## src/hdl/sdfc_pkg.sv

```systemverilog
// Package for the SD SPI frame and CRC unit: codes, widths, item types
// and the CRC7 / CRC16 byte update functions. No dependencies.
`default_nettype none

package sdfc_pkg;

    localparam int FRAME_MAX = 6;
    localparam int CMD_BYTES = 6;
    localparam int CNT_W     = $clog2(FRAME_MAX + 1);
    localparam int POS_W     = $clog2(FRAME_MAX);

    localparam logic [7:0]  START_BITS = 8'h40;
    localparam logic [7:0]  STOP_BIT   = 8'h01;
    localparam logic [6:0]  CRC7_POLY  = 7'h09;
    localparam logic [15:0] CRC16_POLY = 16'h1021;

    typedef enum logic [1:0] {
        OP_CMD    = 2'd0,
        OP_DATA   = 2'd1,
        OP_FINISH = 2'd2
    } t_opcode;

    typedef struct packed {
        logic [FRAME_MAX-1:0][7:0] bytes;
        logic [CNT_W-1:0]          cnt;
        logic [15:0]               next_crc;
    } t_frame;

    function automatic logic [6:0] crc7_byte(input logic [6:0] crc, input logic [7:0] b);
        logic [6:0] c;
        logic       fb;
        c = crc;
        for (int i = 7; i >= 0; i--) begin
            fb = c[6] ^ b[i];
            c  = {c[5:0], 1'b0};
            if (fb) begin
                c = c ^ CRC7_POLY;
            end
        end
        return c;
    endfunction

    function automatic logic [15:0] crc16_byte(input logic [15:0] crc, input logic [7:0] b);
        logic [15:0] c;
        c = crc ^ {b, 8'h00};
        for (int i = 0; i < 8; i++) begin
            if (c[15]) begin
                c = {c[14:0], 1'b0} ^ CRC16_POLY;
            end else begin
                c = {c[14:0], 1'b0};
            end
        end
        return c;
    endfunction

endpackage

`default_nettype wire

```

## src/hdl/sdfc_if.sv

```systemverilog
// Channel interfaces of the SD SPI frame and CRC unit: input items,
// result items and the configuration write channel. No dependencies.
`default_nettype none

interface sdfc_in_if;
    logic        valid;
    logic        ready;
    logic [1:0]  opcode;
    logic [5:0]  cmd_index;
    logic [31:0] argument;
    logic [7:0]  data_byte;
    modport source (output valid, output opcode, output cmd_index, output argument,
                    output data_byte, input ready);
    modport sink   (input valid, input opcode, input cmd_index, input argument,
                    input data_byte, output ready);
endinterface

interface sdfc_out_if;
    logic       valid;
    logic       ready;
    logic [7:0] out_byte;
    logic       last;
    modport source (output valid, output out_byte, output last, input ready);
    modport sink   (input valid, input out_byte, input last, output ready);
endinterface

interface sdfc_cfg_if;
    logic valid;
    logic ready;
    logic data;
    modport source (output valid, output data, input ready);
    modport sink   (input valid, input data, output ready);
endinterface

`default_nettype wire

```

## src/hdl/sd_spi_frame_crc_unit.sv

```systemverilog
// Top level of the SD SPI frame and CRC unit: input register, frame
// register with byte sequencer, data CRC and enable registers.
// Depends on sdfc_pkg, sdfc_if and sdfc_builder.
//
// Usage:
//   i_in carries items: opcode 0 builds a six-byte command frame (start
//   byte, argument MSB first, CRC7 with stop bit), opcode 1 passes a data
//   byte and folds it into the running CRC16, opcode 2 sends the CRC16
//   high then low byte (zeros when crc_enable is 0) and clears it.
//   Opcode 3 is dropped without any byte.
//   o_out: one byte per cycle when ready; last marks an item's final byte.
//   i_cfg writes crc_enable; write it only while the block is idle.
// Timing:
//   The first byte of an item is offered from the frame register once the
//   item has passed through the input register.
//   Data items sustain one item per cycle while o_out.ready is high; a
//   command item holds the frame register for its six bytes and a finish
//   item for its two, since the frame register sends one byte per cycle.
// Reset and stalls:
//   Reset empties both registers, clears the CRC and crc_enable.
//   When o_out.ready is low the current byte holds, one more item waits in
//   the input register, then i_in.ready drops.
`default_nettype none

module sd_spi_frame_crc_unit (
    input  wire logic   i_clk,
    input  wire logic   i_rst_n,
    sdfc_in_if.sink     i_in,
    sdfc_out_if.source  o_out,
    sdfc_cfg_if.sink    i_cfg
);

    logic        r_in_vld;
    logic [1:0]  r_op;
    logic [5:0]  r_idx;
    logic [31:0] r_arg;
    logic [7:0]  r_db;

    logic                                  r_fr_vld;
    logic [sdfc_pkg::FRAME_MAX-1:0][7:0]   r_fr_bytes;
    logic [sdfc_pkg::CNT_W-1:0]            r_fr_cnt;
    logic [sdfc_pkg::POS_W-1:0]            r_fr_pos;
    logic [sdfc_pkg::POS_W-1:0]            n_fr_pos;

    logic [15:0] r_crc;
    logic        r_crc_en;

    sdfc_pkg::t_frame frame;

    logic last_byte;
    logic fr_done;
    logic fr_free;
    logic move;

    sdfc_builder u_builder (
        .i_opcode    (r_op),
        .i_cmd_index (r_idx),
        .i_argument  (r_arg),
        .i_data_byte (r_db),
        .i_crc       (r_crc),
        .i_crc_en    (r_crc_en),
        .o_frame     (frame)
    );

    assign last_byte = (r_fr_pos == sdfc_pkg::POS_W'(r_fr_cnt - sdfc_pkg::CNT_W'(1)));
    assign fr_done   = r_fr_vld && o_out.ready && last_byte;
    assign fr_free   = !r_fr_vld || fr_done;
    assign move      = r_in_vld && fr_free;
    assign n_fr_pos  = r_fr_pos + sdfc_pkg::POS_W'(1);

    assign i_in.ready     = !r_in_vld || move;
    assign o_out.valid    = r_fr_vld;
    assign o_out.out_byte = r_fr_bytes[r_fr_pos];
    assign o_out.last     = last_byte;
    assign i_cfg.ready    = 1'b1;

    always_ff @(posedge i_clk) begin
        if (!i_rst_n) begin
            r_in_vld <= 1'b0;
        end else if (i_in.valid && i_in.ready) begin
            r_in_vld <= 1'b1;
        end else if (move) begin
            r_in_vld <= 1'b0;
        end
    end

    always_ff @(posedge i_clk) begin
        if (i_in.valid && i_in.ready) begin
            r_op  <= i_in.opcode;
            r_idx <= i_in.cmd_index;
            r_arg <= i_in.argument;
            r_db  <= i_in.data_byte;
        end
    end

    always_ff @(posedge i_clk) begin
        if (!i_rst_n) begin
            r_fr_vld <= 1'b0;
            r_fr_pos <= '0;
            r_crc    <= 16'd0;
        end else if (move) begin
            r_fr_vld <= (frame.cnt != '0);
            r_fr_pos <= '0;
            r_crc    <= frame.next_crc;
        end else if (fr_done) begin
            r_fr_vld <= 1'b0;
        end else if (r_fr_vld && o_out.ready) begin
            r_fr_pos <= n_fr_pos;
        end
    end

    always_ff @(posedge i_clk) begin
        if (move) begin
            r_fr_bytes <= frame.bytes;
            r_fr_cnt   <= frame.cnt;
        end
    end

    always_ff @(posedge i_clk) begin
        if (!i_rst_n) begin
            r_crc_en <= 1'b0;
        end else if (i_cfg.valid && i_cfg.ready) begin
            r_crc_en <= i_cfg.data;
        end
    end

endmodule

`default_nettype wire

```

## src/hdl/sdfc_builder.sv

```systemverilog
// Frame builder: turns one registered item into its transmit bytes and
// the next data CRC. Depends on sdfc_pkg.
`default_nettype none

module sdfc_builder (
    input  wire logic [1:0]      i_opcode,
    input  wire logic [5:0]      i_cmd_index,
    input  wire logic [31:0]     i_argument,
    input  wire logic [7:0]      i_data_byte,
    input  wire logic [15:0]     i_crc,
    input  wire logic            i_crc_en,
    output sdfc_pkg::t_frame     o_frame
);

    logic [7:0]  b0;
    logic [6:0]  c7;
    logic [15:0] fin;

    always_comb begin
        b0  = sdfc_pkg::START_BITS | {2'b00, i_cmd_index};
        c7  = sdfc_pkg::crc7_byte(7'd0, b0);
        c7  = sdfc_pkg::crc7_byte(c7, i_argument[31:24]);
        c7  = sdfc_pkg::crc7_byte(c7, i_argument[23:16]);
        c7  = sdfc_pkg::crc7_byte(c7, i_argument[15:8]);
        c7  = sdfc_pkg::crc7_byte(c7, i_argument[7:0]);
        fin = i_crc_en ? i_crc : 16'd0;

        o_frame          = '0;
        o_frame.next_crc = i_crc;
        case (sdfc_pkg::t_opcode'(i_opcode))
            sdfc_pkg::OP_CMD: begin
                o_frame.bytes[0] = b0;
                o_frame.bytes[1] = i_argument[31:24];
                o_frame.bytes[2] = i_argument[23:16];
                o_frame.bytes[3] = i_argument[15:8];
                o_frame.bytes[4] = i_argument[7:0];
                o_frame.bytes[5] = {c7, 1'b0} | sdfc_pkg::STOP_BIT;
                o_frame.cnt      = sdfc_pkg::CNT_W'(sdfc_pkg::CMD_BYTES);
            end
            sdfc_pkg::OP_DATA: begin
                o_frame.bytes[0] = i_data_byte;
                o_frame.cnt      = sdfc_pkg::CNT_W'(1);
                o_frame.next_crc = sdfc_pkg::crc16_byte(i_crc, i_data_byte);
            end
            sdfc_pkg::OP_FINISH: begin
                o_frame.bytes[0] = fin[15:8];
                o_frame.bytes[1] = fin[7:0];
                o_frame.cnt      = sdfc_pkg::CNT_W'(2);
                o_frame.next_crc = 16'd0;
            end
            default: begin
                o_frame.cnt = '0;
            end
        endcase
    end

endmodule

`default_nettype wire

```

## src/flat_wrapper.sv

```systemverilog
// flat-port wrapper written by rule: the top's interface ports become plain ports
module sd_spi_frame_crc_unit_flat 
  (i_clk, i_rst_n, i_in_valid, i_in_opcode, i_in_cmd_index, i_in_argument, i_in_data_byte, i_in_ready, o_out_valid, o_out_out_byte, o_out_last, o_out_ready, i_cfg_valid, i_cfg_data, i_cfg_ready);
  sdfc_in_if i_in_i ();
  sdfc_out_if o_out_i ();
  sdfc_cfg_if i_cfg_i ();
  input  wire logic i_clk;
  input  wire logic i_rst_n;
  input wire logic [$bits(i_in_i.valid)-1:0] i_in_valid;
  input wire logic [$bits(i_in_i.opcode)-1:0] i_in_opcode;
  input wire logic [$bits(i_in_i.cmd_index)-1:0] i_in_cmd_index;
  input wire logic [$bits(i_in_i.argument)-1:0] i_in_argument;
  input wire logic [$bits(i_in_i.data_byte)-1:0] i_in_data_byte;
  output wire logic [$bits(i_in_i.ready)-1:0] i_in_ready;
  output wire logic [$bits(o_out_i.valid)-1:0] o_out_valid;
  output wire logic [$bits(o_out_i.out_byte)-1:0] o_out_out_byte;
  output wire logic [$bits(o_out_i.last)-1:0] o_out_last;
  input wire logic [$bits(o_out_i.ready)-1:0] o_out_ready;
  input wire logic [$bits(i_cfg_i.valid)-1:0] i_cfg_valid;
  input wire logic [$bits(i_cfg_i.data)-1:0] i_cfg_data;
  output wire logic [$bits(i_cfg_i.ready)-1:0] i_cfg_ready;
  assign i_in_i.valid = i_in_valid;
  assign i_in_i.opcode = i_in_opcode;
  assign i_in_i.cmd_index = i_in_cmd_index;
  assign i_in_i.argument = i_in_argument;
  assign i_in_i.data_byte = i_in_data_byte;
  assign i_in_ready = i_in_i.ready;
  assign o_out_valid = o_out_i.valid;
  assign o_out_out_byte = o_out_i.out_byte;
  assign o_out_last = o_out_i.last;
  assign o_out_i.ready = o_out_ready;
  assign i_cfg_i.valid = i_cfg_valid;
  assign i_cfg_i.data = i_cfg_data;
  assign i_cfg_ready = i_cfg_i.ready;
  sd_spi_frame_crc_unit u_core (.i_clk(i_clk), .i_rst_n(i_rst_n), .i_in(i_in_i), .o_out(o_out_i), .i_cfg(i_cfg_i));
endmodule
```

## config.mk

```make
export PLATFORM = sky130hd
export DESIGN_NAME = sd_spi_frame_crc_unit_flat
export DESIGN_NICKNAME = d
export VERILOG_FILES = /design/src/hdl/sdfc_pkg.sv /design/src/hdl/sdfc_if.sv /design/src/hdl/sd_spi_frame_crc_unit.sv /design/src/hdl/sdfc_builder.sv /design/src/flat_wrapper.sv
export SDC_FILE = /design/constraint.sdc
export NUM_CORES = 1
export LEC_CHECK = 0
export BUFFER_PORTS_ARGS = -buffer_cell sky130_fd_sc_hd__clkbuf_2
export CELL_PAD_IN_SITES_DETAIL_PLACEMENT = 1
export CELL_PAD_IN_SITES_GLOBAL_PLACEMENT = 2
export CORE_MARGIN = 2
export CORE_UTILIZATION = 30
export CTS_CLUSTER_DIAMETER = 200
export DETAILED_ROUTE_END_ITERATION = 6
export PLACE_DENSITY = 0.7
export SLEW_MARGIN = 40
export SYNTH_ARGS = -nofsm -noshare
export SYNTH_HDL_FRONTEND = slang
export SYNTH_SLANG_ARGS = --single-unit
```

## constraint.sdc

```tcl
create_clock -name i_clk -period 9.38 [get_ports i_clk]
set_clock_uncertainty 0.2 [all_clocks]
set_input_delay 0.469 -clock i_clk [delete_from_list [all_inputs] [get_ports i_clk]]
set_output_delay 0.469 -clock i_clk [all_outputs]
set_load 0.01 [all_outputs]
```

==> results.md <==
- The flow ran to the end, and the final reports show no timing, DRC or antenna violations.
- After technology mapping, the gate count stands at 408.
- The worst path arrival time is between 2000 and 2500 ps.
- On the worst path, the slowest cell contributes a delay of around 570 ps.
- In this run, synthesis produced a sequential element count of 120.
- Setup repair after global routing left no endpoint under its margin.
- The worst reg2reg path endpoint is u_core.r_fr_bytes[45]$_SDFFCE_PN0P_.
- Of the synthesized area, sequential elements account for 0.579.
- The floorplan has 51 rows.
- The shortest period the worst path allows is between 2000 and 3000 ps.
- The count of maximum capacitance violations is 0.
- The post-synth net total is around 470.
- The area share of the largest cell type after synthesis is 0.504.
- The startpoint identified for the worst hold timing path is i_in_argument[10].
- The final critical-path share of the clock period is 0.316.
- The worst setup path category is register to primary output.
- The count of fill cells added during filler insertion is between 2,000 and 2,500.
- The area taken by flip-flops and latches is roughly 0.0034 mm^2.
- The number of buffers between clock root and the deepest sink is 2.
- The kind of end point of the critical path is a primary output.
- The number of hold-slack violations in the final timing report is 0.
- TritonCTS built the clock tree.
- The pin count of the biggest net entering global routing is between 50 and 60.
- The worst slew margin relative to its limit is 0.543.
- The boundary pin count is 66.
- The proportion of synthesized flip-flops having asynchronous set or reset is 0.
- The worst-case vdd ir drop is 0.000133 V.
- The number of DRC violations after detailed routing is 0.
- The number of flops mapped to enable cells by yosys is 98.
- The number of antenna violations at the first check in global routing came to 0.
- The met3 track utilization from global routing is 0.0360.
- The x dimension of the die is about 140 um.
- In the post-synthesis netlist, the biggest area contributors are sky130_fd_sc_hd__edfxtp_1, sky130_fd_sc_hd__dfxtp_1, sky130_fd_sc_hd__xnor2_1, sky130_fd_sc_hd__xnor3_1, sky130_fd_sc_hd__mux4_2.
- After synthesis, the mean cell area works out to about 14 um^2.
- The HPWL after detailed placement is 9.51 mm.
- Counting instances, the worst hold path has a depth of 1.
- The detail route stage leaves a number of antenna-violating nets equal to 0.
- The data required time of the worst path is approximately 8700 ps.
- The highest clock frequency the design can meet is ~340 MHz.
- The highest-utilization routing layer at the global route stage is met2.
- The number of nets in the layout is roughly 530.
- The cell sitting at the root of the clock tree is a sky130_fd_sc_hd__clkbuf_16.
- The overall die area is between 0.02 and 0.025 mm^2.
- The library cell contributing the largest single delay on the critical path is sky130_fd_sc_hd__dfxtp_1.
- The analysis attributes to cell leakage a power of approximately 2.7 nW.
- In the final layout, the multi-input gates occupy 0.00231 mm^2.
- The area of the mapped netlist is about 0.0058 mm^2.
- Among all flip-flop cells after synthesis, the most frequent one is sky130_fd_sc_hd__edfxtp_1.
- The count of H-tree levels built during CTS is 4.
- For this run, the detailed router's first-pass iteration total came to 5.
- Wires add up to 13.3 mm.
- The met1 global-route usage is 0.179.
- The die height is about 140 um.
- For the worst-skew pair, the clock arrives at the later sink with an insertion delay of around 420 ps.
- The number of vias in the routed layout is around 3,300.
- The total CTS buffers is 17.
- The clock transition at the registers of the reported paths is around 60 ps.
- The floorplan step defined a core boundary enclosing 0.0193 mm^2.
- In this run the tool buffered the top-level ports with 64 buffer cells.
- Of all cell types, the one taking the most synthesized area is sky130_fd_sc_hd__edfxtp_1.
- The via count of the first global-routing pass is 3,615.
- The post-CTS setup buffer count is 0.
- The tightest hold path in the finished design has a slack of around 21 ps.
- The final number of max-transition violations is 0.
- The areal power density over the cells is ~250 mW/mm^2.
- The count of instances resized after the clock tree is built is 0.
- Relative to the synthesized area, the layout overhead comes to 21.0%.
- The repair_antennas step left the layout with diodes totalling 0.
- The launching point of the worst reg2reg path is u_core.r_arg[29]$_DFFE_PP_.
- The terminating pin of the worst hold path is u_core.r_arg[10]$_DFFE_PP_.
- The overall fraction of global-route tracks in use is 0.140.
- The aggregate global routing overflow is 0.
- The number of buffers and inverters on the critical path is 1.
- At the pin with the least slew margin, the transition time is roughly 690 ps.
- Hold repair after CTS inserted 0 buffers.
- Counting cells, the worst reg-to-reg path comes to 6.
- Counting every sink on the clock net gives 120.
- The global-route wire length before repair is just over 20 mm.
- For this configuration, the core starts out at a cell density of 0.303.
- The synthesis warning total is 0.
- The largest fanout on the critical path is 11.
- The number of violations reported at the end of detailed-routing iteration 0 is 207.
- The mean routed wirelength per cell is roughly 18 um.
- The number of library cell types mapped by synthesis is 45.
- Routability-driven placement finished with a final weighted congestion of roughly 0.78.
- The setup check on the worst reg-to-reg path leaves a slack of 6430 ps.
- The accumulated negative setup slack is 0 ps.
- Dividing the detail-routed via count by the number of cells gives 4.42.
- For met2 alone, demand over resource in global routing was 0.230.
- The share of cells above drive strength 1 is 0.260.
- Setup violations remaining at the end of the flow were counted as 0.
- The worst setup path is launched from a register.
- Walking the worst path, the cells encountered are xnor3_1, a41oi_1, nand2_1, clkbuf_2.
- The kind of cell with the highest combined delay along the critical path is flip-flops.
- The path category of the worst min-delay check is input pin to register.
==> through the flow <==
step / utilization / setup WS [ps] / instance area, um^2 / cells / total power, mW
after global routing: 0.367 / 6220 / 7070 / 750 / 1.83
after global placement: 0.333 / 6010 / 6420 / 718 / 1.05
after detailed placement: 0.333 / 6430 / 6420 / 718 / 1.06
final: 0.367 / 6410 / 7070 / 750 / 1.76
after CTS: 0.367 / 6350 / 7070 / 750 / 1.78
after floorplan: - / 5350 / 5840 / 408 / 0.973
==> flip-flops by register name, indices dropped and copies added, names as in the netlist <==
name	flops
u_core.r_fr_bytes	47
u_core.r_arg	32
u_core.r_crc	16
u_core.r_db	8
u_core.r_idx	6
u_core.r_fr_cnt	3
u_core.r_fr_pos	3
u_core.r_op	2
u_core.o_out.valid	1
u_core.r_crc_en	1
u_core.r_in_vld	1
==> cells in the mapped netlist (all sizes together), types with 2 or more instances <==
master / number
a21boi: 3
a21oi: 14
a222oi: 6
a22o: 8
and2: 27
buf: 5
clkbuf: 17
dfxtp: 22
edfxtp: 98
ha: 7
inv: 15
mux2i: 13
mux4: 8
nand2: 8
nand2b: 3
nor2: 14
nor2b: 17
nor3: 12
o22ai: 8
or2: 3
or3b: 3
xnor2: 49
xnor3: 18
xor2: 19
xor3: 2
==> how the worst max path moves through the flow <==
stage                               startpoint                                  end  cells past startpoint
2_1_floorplan     u_core.r_fr_cnt[0]$_DFFE_PP_      u_core.r_fr_pos[0]$_SDFFE_PP0P_                      7
3_3_place_gp   u_core.r_fr_pos[0]$_SDFFE_PP0P_            u_core.r_arg[8]$_DFFE_PP_                      4
3_5_place_dp        u_core.r_arg[29]$_DFFE_PP_  u_core.r_fr_bytes[45]$_SDFFCE_PN0P_                      6
4_1_cts        u_core.r_fr_pos[2]$_SDFFE_PP0P_                           i_in_ready                      4
5_1_grt        u_core.r_fr_pos[2]$_SDFFE_PP0P_                           i_in_ready                      4
6_report       u_core.r_fr_pos[2]$_SDFFE_PP0P_                           i_in_ready                      4
==> kinds of logic after synthesis <==
group | after synthesis | synth area share
mux | 21 | 0.0531
buf+inv | 37 | 0.0283
simple gates | 91 | 0.0873
compound gates | 43 | 0.0525
xor+xnor | 88 | 0.184
other cells | 1 | 0.000642
fa+ha+maj | 7 | 0.0150
flops | 120 | 0.579
==> routing by layer <==
| layer | vias to the layer above | part of all wire |
|---|---|---|
| met1 | 1627 | 0.46 |
| li1 | 1588 | - |
| met4 | 0 | 0.016 |
| met5 | - | 0 |
| met2 | 81 | 0.48 |
| met3 | 16 | 0.044 |
==> cells in the final DEF (no fill, tap or decap), types with 2 or more instances in the layout <==
master                       netlist  routed
sky130_fd_sc_hd__mux4_2            8       8
sky130_fd_sc_hd__clkinv_4          0       3
sky130_fd_sc_hd__xor2_1           19      19
sky130_fd_sc_hd__nor3_1           12      12
sky130_fd_sc_hd__o22ai_1           8       8
sky130_fd_sc_hd__mux2i_1          13      13
sky130_fd_sc_hd__clkbuf_2          0      64
sky130_fd_sc_hd__and2_1           27      26
sky130_fd_sc_hd__nand2_1           8       8
sky130_fd_sc_hd__inv_1            15      15
sky130_fd_sc_hd__nand2b_1          2       2
sky130_fd_sc_hd__clkbuf_16         0      17
sky130_fd_sc_hd__xnor2_2           2       2
sky130_fd_sc_hd__buf_4             1       3
sky130_fd_sc_hd__or2_2             2       2
sky130_fd_sc_hd__a21oi_1          14      14
sky130_fd_sc_hd__dfxtp_1          22      21
sky130_fd_sc_hd__xnor3_1          12      12
sky130_fd_sc_hd__a22o_1            7       7
sky130_fd_sc_hd__xnor3_2           4       4
sky130_fd_sc_hd__a21boi_0          3       3
sky130_fd_sc_hd__nor2_1           14      14
sky130_fd_sc_hd__clkinv_2          0       3
sky130_fd_sc_hd__clkinvlp_4        0       2
sky130_fd_sc_hd__xnor3_4           2       2
sky130_fd_sc_hd__a222oi_1          6       6
sky130_fd_sc_hd__or3b_2            3       3
sky130_fd_sc_hd__ha_1              7       7
sky130_fd_sc_hd__edfxtp_1         98      98
sky130_fd_sc_hd__inv_6             0       2
sky130_fd_sc_hd__nor2b_1          17      16
sky130_fd_sc_hd__bufinv_16         0       5
sky130_fd_sc_hd__xnor2_1          47      47
==> report_power, final <==
group | total (mW) | leakage, nW | internal (mW) | switching, mW
sequential | 0.649 | 1.11 | 0.624 | 0.0253
combinational | 0.398 | 1.27 | 0.224 | 0.174
clock | 0.716 | 0.314 | 0.472 | 0.244
total | 1.76 | 2.69 | 1.32 | 0.443
==> final cells by class <==
type / count / area share
repair buffers: 67 / 0.0485
clock inverters: 15 / 0.0317
well taps: 265 / 0.0469
inverters: 15 / 0.00796
multi-input cells: 251 / 0.326
flip-flops and latches: 120 / 0.479
clock buffers: 17 / 0.0602
==> worst reg2reg max path, delay by kind of cell, from the launching register on <==
family | cells | cell delay (ps)
XOR/XNOR | 5 | 1920
flip-flops | 1 | 450
multiplexers | 1 | 120
Power figures use the tool's default switching activity.
